--- src/olt_pkg.sv ---
// Shared types and codes for the ordered list table.
// No dependencies; used by all modules of the block.
package olt_pkg;

  localparam logic [1:0] OP_INSERT = 2'd0;
  localparam logic [1:0] OP_REMOVE = 2'd1;
  localparam logic [1:0] OP_GET    = 2'd2;
  localparam logic [1:0] OP_CLEAR  = 2'd3;

  localparam logic [1:0] ST_OK        = 2'd0;
  localparam logic [1:0] ST_NOT_FOUND = 2'd1;
  localparam logic [1:0] ST_FULL      = 2'd2;

  // Position code meaning "last entry".
  localparam logic [8:0] POS_LAST = 9'h1FF;

  // Which neighbor of the pointer the memory reads.
  typedef enum logic [1:0] {
    RA_PREV,
    RA_CUR,
    RA_NEXT
  } rsel_e;

  // Controller to datapath.
  typedef struct packed {
    logic       load;       // capture item, set pointer and slot
    logic       rd_en;
    rsel_e      rd_sel;
    logic       wr_en;      // write at pointer
    logic       wr_word;    // write data: item word (1) or read data (0)
    logic       ptr_inc;
    logic       ptr_dec;
    logic       cnt_inc;
    logic       cnt_dec;
    logic       cnt_clr;
    logic       res_load;
    logic       res_rd;     // result carries the read data
    logic [1:0] res_status;
  } olt_cmd_t;

  // Datapath to controller.
  typedef struct packed {
    logic full;
    logic at_slot;
    logic scan_end;
    logic match;
    logic del_end;
  } olt_stat_t;

endpackage

--- src/ordered_list_table_core.sv ---
// Ordered list table: a list of up to CAPACITY words, head at position 0.
// Top level; instantiates olt_ctrl and olt_datapath, depends on olt_pkg.
//
// An item (opcode, value, position) is taken at a clock edge where start_i
// is high and busy_o is low. Its result (read_value_o, count_o, status_o)
// is flagged by done_o, which is high for a single cycle; the receiver
// cannot hold it off, so sample it when done_o is high. done_o rises at the
// same edge at which busy_o falls, so the strobe sits in the first cycle
// with busy_o low, and a new item may be started in that same cycle.
// Entries live in a single memory with one write and one registered
// read per cycle; each entry moved or compared takes a read state and then
// a write or compare state. busy_o stays high while the item runs:
//   insert at slot s : entries s to top move up one place (none on append or full)
//   remove           : scan from the head for a match, then close the gap
//   get              : read the entry, then load the result
//   clear            : clear the count
// Insert positions that are negative or at or past the count append; get
// at position -1 reads the last entry and any other index out of range
// returns zero. No clearing pass after reset: entries past the count are
// never read back.
module ordered_list_table_core #(
  parameter int CAPACITY   = 64,
  parameter int DATA_WIDTH = 32
) (
  input  logic        clk_i,
  input  logic        rst_ni,
  input  logic        start_i,
  output logic        busy_o,
  input  logic [1:0]  opcode_i,
  input  logic [31:0] value_i,
  input  logic [8:0]  position_i,
  output logic        done_o,
  output logic [31:0] read_value_o,
  output logic [6:0]  count_o,
  output logic [1:0]  status_o
);
  import olt_pkg::*;

  olt_cmd_t  cmd;
  olt_stat_t stat;

  // Sequencer: decides which entry moves or is compared each cycle.
  olt_ctrl u_ctrl (
    .clk_i    (clk_i),
    .rst_ni   (rst_ni),
    .start_i  (start_i),
    .opcode_i (opcode_i),
    .stat_i   (stat),
    .cmd_o    (cmd),
    .busy_o   (busy_o),
    .done_o   (done_o)
  );

  // Memory, pointer, count and result registers.
  olt_datapath #(
    .CAPACITY   (CAPACITY),
    .DATA_WIDTH (DATA_WIDTH)
  ) u_datapath (
    .clk_i        (clk_i),
    .rst_ni       (rst_ni),
    .opcode_i     (opcode_i),
    .value_i      (value_i),
    .position_i   (position_i),
    .cmd_i        (cmd),
    .stat_o       (stat),
    .read_value_o (read_value_o),
    .count_o      (count_o),
    .status_o     (status_o)
  );

endmodule

--- src/olt_datapath.sv ---
// Datapath of the ordered list table: entry memory, pointer, count, result.
// Depends on olt_pkg.
module olt_datapath #(
  parameter int CAPACITY   = 64,
  parameter int DATA_WIDTH = 32
) (
  input  logic              clk_i,
  input  logic              rst_ni,
  input  logic [1:0]        opcode_i,
  input  logic [31:0]       value_i,
  input  logic [8:0]        position_i,
  input  olt_pkg::olt_cmd_t cmd_i,
  output olt_pkg::olt_stat_t stat_o,
  output logic [31:0]       read_value_o,
  output logic [6:0]        count_o,
  output logic [1:0]        status_o
);
  import olt_pkg::*;

  localparam int CW = $clog2(CAPACITY + 1);
  localparam int AW = $clog2(CAPACITY);
  localparam int PW = ((CW > 9) ? CW : 9) + 1;

  logic [DATA_WIDTH-1:0] mem_q [CAPACITY];
  logic [DATA_WIDTH-1:0] rdata_q;
  logic [DATA_WIDTH-1:0] word_q, word_d;
  logic [CW-1:0]         count_q, count_d;
  logic [CW-1:0]         ptr_q, ptr_d;
  logic [CW-1:0]         slot_q, slot_d;
  logic                  get_ok_q, get_ok_d;
  logic [CW-1:0]         raddr;
  logic [CW-1:0]         ptr_nx;

  logic signed [PW-1:0]  pos_x, cnt_x;
  logic                  is_neg, is_last, ge_cnt, cnt_zero;
  logic [CW-1:0]         pos_lo, get_idx;

  logic [31:0]           read_value_q, read_value_d;
  logic [6:0]            count_res_q;
  logic [1:0]            status_q;

  // Decode of the incoming position against the current count.
  assign pos_x    = {{(PW-9){position_i[8]}}, position_i};
  assign cnt_x    = {{(PW-CW){1'b0}}, count_q};
  assign is_neg   = position_i[8];
  assign is_last  = (position_i == POS_LAST);
  assign ge_cnt   = (pos_x >= cnt_x);
  assign cnt_zero = (count_q == '0);
  assign pos_lo   = pos_x[CW-1:0];

  assign slot_d   = (cnt_zero || is_neg || ge_cnt) ? count_q : pos_lo;
  assign get_ok_d = !cnt_zero && (is_last || (!is_neg && !ge_cnt));
  assign get_idx  = !get_ok_d ? '0 : (is_last ? count_q - CW'(1) : pos_lo);
  assign word_d   = DATA_WIDTH'(value_i);

  assign ptr_nx   = ptr_q + CW'(1);

  always_comb begin
    ptr_d = ptr_q;
    if (cmd_i.load) begin
      unique case (opcode_i)
        OP_INSERT: ptr_d = count_q;
        OP_REMOVE: ptr_d = '0;
        OP_GET:    ptr_d = get_idx;
        OP_CLEAR:  ptr_d = '0;
      endcase
    end else if (cmd_i.ptr_inc) begin
      ptr_d = ptr_nx;
    end else if (cmd_i.ptr_dec) begin
      ptr_d = ptr_q - CW'(1);
    end
  end

  always_comb begin
    count_d = count_q;
    priority if (cmd_i.cnt_clr) begin
      count_d = '0;
    end else if (cmd_i.cnt_inc) begin
      count_d = count_q + CW'(1);
    end else if (cmd_i.cnt_dec) begin
      count_d = count_q - CW'(1);
    end
  end

  always_comb begin
    unique case (cmd_i.rd_sel)
      RA_PREV: raddr = ptr_q - CW'(1);
      RA_CUR:  raddr = ptr_q;
      RA_NEXT: raddr = ptr_nx;
      default: raddr = ptr_q;
    endcase
  end

  assign read_value_d = (cmd_i.res_rd && get_ok_q) ? 32'(rdata_q) : '0;

  // Entry store: one write and one registered read per cycle.
  always_ff @(posedge clk_i) begin
    if (cmd_i.wr_en) begin
      mem_q[ptr_q[AW-1:0]] <= cmd_i.wr_word ? word_q : rdata_q;
    end
    if (cmd_i.rd_en) begin
      rdata_q <= mem_q[raddr[AW-1:0]];
    end
  end

  always_ff @(posedge clk_i or negedge rst_ni) begin
    if (!rst_ni) begin
      count_q  <= '0;
      ptr_q    <= '0;
      slot_q   <= '0;
      get_ok_q <= 1'b0;
    end else begin
      count_q <= count_d;
      ptr_q   <= ptr_d;
      if (cmd_i.load) begin
        slot_q   <= slot_d;
        get_ok_q <= get_ok_d;
      end
    end
  end

  always_ff @(posedge clk_i) begin
    if (cmd_i.load) begin
      word_q <= word_d;
    end
    if (cmd_i.res_load) begin
      read_value_q <= read_value_d;
      count_res_q  <= 7'(count_d);
      status_q     <= cmd_i.res_status;
    end
  end

  assign stat_o.full     = (count_q == CW'(CAPACITY));
  assign stat_o.at_slot  = (ptr_q == slot_q);
  assign stat_o.scan_end = (ptr_q == count_q);
  assign stat_o.match    = (rdata_q == word_q);
  assign stat_o.del_end  = (ptr_nx == count_q);

  assign read_value_o = read_value_q;
  assign count_o      = count_res_q;
  assign status_o     = status_q;

endmodule

--- src/olt_ctrl.sv ---
// Controller of the ordered list table: sequences memory shifts and scans.
// Depends on olt_pkg.
module olt_ctrl (
  input  logic               clk_i,
  input  logic               rst_ni,
  input  logic               start_i,
  input  logic [1:0]         opcode_i,
  input  olt_pkg::olt_stat_t stat_i,
  output olt_pkg::olt_cmd_t  cmd_o,
  output logic               busy_o,
  output logic               done_o
);
  import olt_pkg::*;

  localparam logic [3:0] S_IDLE    = 4'd0;
  localparam logic [3:0] S_INS_RD  = 4'd1;
  localparam logic [3:0] S_INS_WR  = 4'd2;
  localparam logic [3:0] S_REM_RD  = 4'd3;
  localparam logic [3:0] S_REM_CMP = 4'd4;
  localparam logic [3:0] S_DEL_RD  = 4'd5;
  localparam logic [3:0] S_DEL_WR  = 4'd6;
  localparam logic [3:0] S_GET_RD  = 4'd7;
  localparam logic [3:0] S_GET_OUT = 4'd8;
  localparam logic [3:0] S_CLR     = 4'd9;

  logic [3:0] state_q, state_d;
  logic       done_q;

  always_comb begin
    cmd_o   = '0;
    state_d = state_q;
    unique case (state_q)
      S_IDLE: begin
        if (start_i) begin
          cmd_o.load = 1'b1;
          unique case (opcode_i)
            OP_INSERT: state_d = S_INS_RD;
            OP_REMOVE: state_d = S_REM_RD;
            OP_GET:    state_d = S_GET_RD;
            OP_CLEAR:  state_d = S_CLR;
          endcase
        end
      end
      // Move entries up one place, top first, until the pointer hits the slot.
      S_INS_RD: begin
        if (stat_i.full) begin
          cmd_o.res_load   = 1'b1;
          cmd_o.res_status = ST_FULL;
          state_d          = S_IDLE;
        end else if (stat_i.at_slot) begin
          cmd_o.wr_en      = 1'b1;
          cmd_o.wr_word    = 1'b1;
          cmd_o.cnt_inc    = 1'b1;
          cmd_o.res_load   = 1'b1;
          cmd_o.res_status = ST_OK;
          state_d          = S_IDLE;
        end else begin
          cmd_o.rd_en  = 1'b1;
          cmd_o.rd_sel = RA_PREV;
          state_d      = S_INS_WR;
        end
      end
      S_INS_WR: begin
        cmd_o.wr_en   = 1'b1;
        cmd_o.ptr_dec = 1'b1;
        state_d       = S_INS_RD;
      end
      // Linear scan for the first match.
      S_REM_RD: begin
        if (stat_i.scan_end) begin
          cmd_o.res_load   = 1'b1;
          cmd_o.res_status = ST_NOT_FOUND;
          state_d          = S_IDLE;
        end else begin
          cmd_o.rd_en  = 1'b1;
          cmd_o.rd_sel = RA_CUR;
          state_d      = S_REM_CMP;
        end
      end
      S_REM_CMP: begin
        if (stat_i.match) begin
          state_d = S_DEL_RD;
        end else begin
          cmd_o.ptr_inc = 1'b1;
          state_d       = S_REM_RD;
        end
      end
      // Close the gap: move entries down one place.
      S_DEL_RD: begin
        if (stat_i.del_end) begin
          cmd_o.cnt_dec    = 1'b1;
          cmd_o.res_load   = 1'b1;
          cmd_o.res_status = ST_OK;
          state_d          = S_IDLE;
        end else begin
          cmd_o.rd_en  = 1'b1;
          cmd_o.rd_sel = RA_NEXT;
          state_d      = S_DEL_WR;
        end
      end
      S_DEL_WR: begin
        cmd_o.wr_en   = 1'b1;
        cmd_o.ptr_inc = 1'b1;
        state_d       = S_DEL_RD;
      end
      S_GET_RD: begin
        cmd_o.rd_en  = 1'b1;
        cmd_o.rd_sel = RA_CUR;
        state_d      = S_GET_OUT;
      end
      S_GET_OUT: begin
        cmd_o.res_load   = 1'b1;
        cmd_o.res_rd     = 1'b1;
        cmd_o.res_status = ST_OK;
        state_d          = S_IDLE;
      end
      S_CLR: begin
        cmd_o.cnt_clr    = 1'b1;
        cmd_o.res_load   = 1'b1;
        cmd_o.res_status = ST_OK;
        state_d          = S_IDLE;
      end
      default: begin
        state_d = S_IDLE;
      end
    endcase
  end

  always_ff @(posedge clk_i or negedge rst_ni) begin
    if (!rst_ni) begin
      state_q <= S_IDLE;
      done_q  <= 1'b0;
    end else begin
      state_q <= state_d;
      done_q  <= cmd_o.res_load;
    end
  end

  assign busy_o = (state_q != S_IDLE);
  assign done_o = done_q;

endmodule

--- config.mk ---
export PLATFORM = sky130hd
export DESIGN_NAME = ordered_list_table_core
export DESIGN_NICKNAME = d
export VERILOG_FILES = /design/src/olt_pkg.sv /design/src/ordered_list_table_core.sv /design/src/olt_datapath.sv /design/src/olt_ctrl.sv
export SDC_FILE = /design/constraint.sdc
export NUM_CORES = 2
export LEC_CHECK = 0
export ABC_CLOCK_PERIOD_IN_PS = 5700
export BUFFER_PORTS_ARGS = -buffer_cell sky130_fd_sc_hd__buf_2
export CAP_MARGIN = 20
export CORE_MARGIN = 2
export CORE_UTILIZATION = 57
export DETAILED_ROUTE_END_ITERATION = 6
export PLACE_DENSITY = 0.73
export SLEW_MARGIN = 20
export SYNTH_ARGS = -nofsm -noshare
export SYNTH_HDL_FRONTEND = slang
export SYNTH_SLANG_ARGS = --single-unit
--- constraint.sdc ---
create_clock -name clk_i -period 5.7 [get_ports clk_i]
set_input_delay 0.285 -clock clk_i [delete_from_list [all_inputs] [get_ports clk_i]]
set_output_delay 0.285 -clock clk_i [all_outputs]
set_load 0.05 [all_outputs]
==> metrics.txt <==
first-pass GRT wire length=about 350000 um; Achievable Freq=185.1 MHz; H-tree depth=4; Mean Syn Cell Area=15.86 sq um; detailed-route DRC error count=11; fin nets=5730; Setup TNS=0 ns; Initial Util=0.5749; Post-synth ARST share=0.01239; Hold Crit Class=in2async; core area=~150000 sq um; Die W=between 300 and 400 um; DIE HEIGHT=slightly below 400 um; CTS tree=done; die footprint=154500 sq um; P_leak=about 0.032 uW; sequential share of the synthesized area=0.7569; WL per Instance=30.60 um; yosys warns=0; Setup CP Type=reg2reg; final hold vios=0; Rel. slew slack=0.2411; Cell Area, Synth=86310 sq um; DR WL met3=between 20000 and 30000 um; largest net degree at the start of global routing=approximately 160; RR Startpoint=u_datapath.ptr_q[1]; post-synthesis register bit count=2180; number of flops mapped to enable cells by yosys=2153; io pins=89; Vias=52000; initial antenna violation count=7; status=finished, violations left; commonest non-fill, non-tap cells in the layout=edfxtp_1, nand2_1, nand3_1; crit path DAT=5.97 ns; DR top layer=met5; DRT antenna net count=0; Worst Setup Start Kind=register; P_sw=24740 uW; Post-synth top flop=edfxtp_1; CTS Sinks=between 2000 and 2500; Clock Power Share=0.211; cts bufs inserted=approximately 200; port bufs=~90; Sw Ratio=0.4053; failing checks=DRC; Req. time, crit path=around 6.3 ns; vias in the first global route=50300; Internal Pwr Total=36310 uW; VDD IR max=0.6653 mV; fin crit period=roughly 5.4 ns; Max Cap Violations=0; sequential share of power=0.351; Final Max Slew Viols=0; drt initial violations=roughly 8300; Worst Max-Slew Pin Slew=1.136 ns; Clock Skew=0.03971 ns; Met1 Routed Length=approximately 86000 um; share of post-route cells with drive strength above 1=0.1587; met2 wire len=112100 um; post-synthesis cell type count=79; commonest non-fill, non-tap cell in the layout=edfxtp_1; CP max-delay cell=nand3_2; RSZ-0062 raised after global routing=false; Power Density=~630 nW/um^2; crit path max fanout=28; Clk pin slew, worst setup/hold paths=0.06 ns; hpwl dp=~140000 um; Root Driver=clkbuf_16; std cell rows=142; final period utilization=0.9476; Clock Latency Late Sink=approximately 0.84 ns; crit path cell chain=clkinv_1 -> ha_1 -> xnor2_1 -> nand4_1 -> nor4_2 -> or3_1 -> nand3_2 -> buf_4 -> o22ai_1 -> a311oi_1 -> a211oi_1 -> and4_1 -> a31oi_1; combinational share of power=0.437; area grow syn2layout=12.58%; Final Setup Violations=0; syn nets=5504; Mapped Cells=5442; Crit. End Element=register; final WL=239900 um; crit path launch=u_datapath.ptr_q[1]; gpl congestion=just under 0.9; Power Total=61050 uW; vias per cell=6.632; critical path's largest stage delay=0.77 ns; drt pass-1 iters=7; CTS max path bufs=3; remaining global-route overflow=0; gr usage total=0.3115
-- layout make-up --
type,count,area (sq um)
clock buffer,248,5355
inverter,21,78.83
timing repair buffer,355,2939
multi-input combinational,2906,20040
antenna,1,2.502
fill,9972,52960
tap,2016,2522
clock inverter,113,900.9
sequential,2180,65330
-- routing by layer --
metal,global-route usage,vias up
li1,-,21600
met1,0.4261,26050
met2,0.4789,3731
met3,0.07064,618
met4,0.1496,4
met5,0,-
-- power by group through the flow --
stage	Sequential, uW	Combinational [uW]	Clock [uW]
detailed placement	21700	26000	0
CTS	21400	26200	13000
floorplan	21600	16500	0
global route	21400	28100	13600
global placement	21700	25500	0
finish	21400	26700	12900
-- cells in the mapped netlist (all sizes together), types with 5 or more instances --
cell | n | area [sq um]
o2111ai | 21 | 183.9
a2111oi | 19 | 167.7
nand4 | 57 | 356.6
nand3 | 292 | 1466
nand2b | 6 | 37.54
buf | 192 | 1076
and3 | 37 | 231.5
a32oi | 58 | 508.0
ha | 16 | 200.2
a211oi | 33 | 252.7
o22ai | 85 | 531.8
mux4 | 207 | 4662
xnor2 | 58 | 515.5
xor2 | 11 | 103.9
o21ai | 56 | 280.3
nor2 | 106 | 412.9
edfxtp | 2153 | 64650
nor3 | 43 | 230.2
a311oi | 19 | 183.9
and2 | 46 | 287.8
inv | 19 | 71.31
a21boi | 12 | 90.09
o21a | 5 | 37.54
nand2 | 1165 | 4388
a221o | 22 | 220.2
mux2i | 117 | 1171
a31oi | 99 | 619.3
a41oi | 22 | 192.7
dfrtp | 27 | 675.7
clkbuf | 143 | 536.8
or3 | 9 | 56.30
a2bb2oi | 21 | 183.9
and4 | 12 | 105.1
nor4 | 53 | 352.8
a32o | 10 | 100.1
a22oi | 33 | 247.7
a21oi | 122 | 610.6
-- registers in the layout, summed over array words and instances (netlist names), 2 cells and up --
| register | cells |
|---|---|
| u_datapath.slot_q | 7 |
| u_datapath.mem_q | 2048 |
| u_datapath.read_value_o | 32 |
| u_datapath.count_q | 7 |
| u_datapath.word_q | 32 |
| u_datapath.rdata_q | 32 |
| u_datapath.ptr_q | 7 |
| u_datapath.status_o | 2 |
| u_datapath.count_o | 7 |
| u_ctrl.state_q | 4 |
-- worst max-delay path: cells and delay by family, from the launching register on --
family	cells	cell delay, ns
AO/OA/AOI/OAI	4	0.62
buffers and inverters	2	0.78
XOR/XNOR	1	0.27
flip-flops	1	0.60
AND/OR/NAND/NOR	5	2.34
adder cells (fa/ha/maj)	1	0.49
-- logic make-up (layout without fill, tap and decap cells) --
kind of cell | count (synthesis) | count (layout) | share of synthesized area
flip-flops | 2180 | 2180 | 0.7569
XOR/XNOR | 69 | 69 | 0.007176
AND/OR/NAND/NOR | 1834 | 1834 | 0.09264
other | 0 | 1 | 0
buffers and inverters | 356 | 737 | 0.01960
AO/OA/AOI/OAI | 663 | 663 | 0.05377
adder cells (fa/ha/maj) | 16 | 16 | 0.002319
multiplexers | 324 | 324 | 0.06758
-- final timing paths --
| kind | endpoint | slack [ns] | depth (start not counted) |
|---|---|---|---|
| worst min register to register | u_datapath.slot_q[5] | 0.51 | 2 |
| worst max-delay path | u_datapath.rdata_q[13] | 0.30 | 13 |
| worst min-delay path | u_ctrl.state_q[0] | 0.04 | 2 |
| max in group asynchronous | u_datapath.ptr_q[2] | 5.17 | 2 |
| min in group clk_i | u_datapath.ptr_q[5] | 0.05 | 5 |
| worst max register to register | u_datapath.rdata_q[13] | 0.30 | 13 |
-- stage by stage --
stage | hold slack [ns] | std cells | instance area [sq um] | worst slack, ns | utilization
after CTS | 0.004904 | 7834 | 97030 | 0.1988 | 0.6463
after detailed placement | 0.3677 | 7430 | 90340 | 0.2309 | 0.6017
after global routing | 0.07535 | 7840 | 97170 | 0.03797 | 0.6472
after floorplan | -0.01059 | 5442 | 86310 | 0.2599 | -
after global placement | 0.3565 | 7429 | 90320 | 0.2449 | 0.6016
final | 0.03989 | 7840 | 97170 | 0.2989 | 0.6472
-- what timing repair did --
action | CTS | global route
buffers inserted | 0 | 3
endpoints found under the setup margin | 0 | 8
hold buffers | 43 | 0
endpoints found under the hold margin | 74 | 0
resized for setup | 0 | 2
Note: power is estimated with default switching activity, not from simulation.
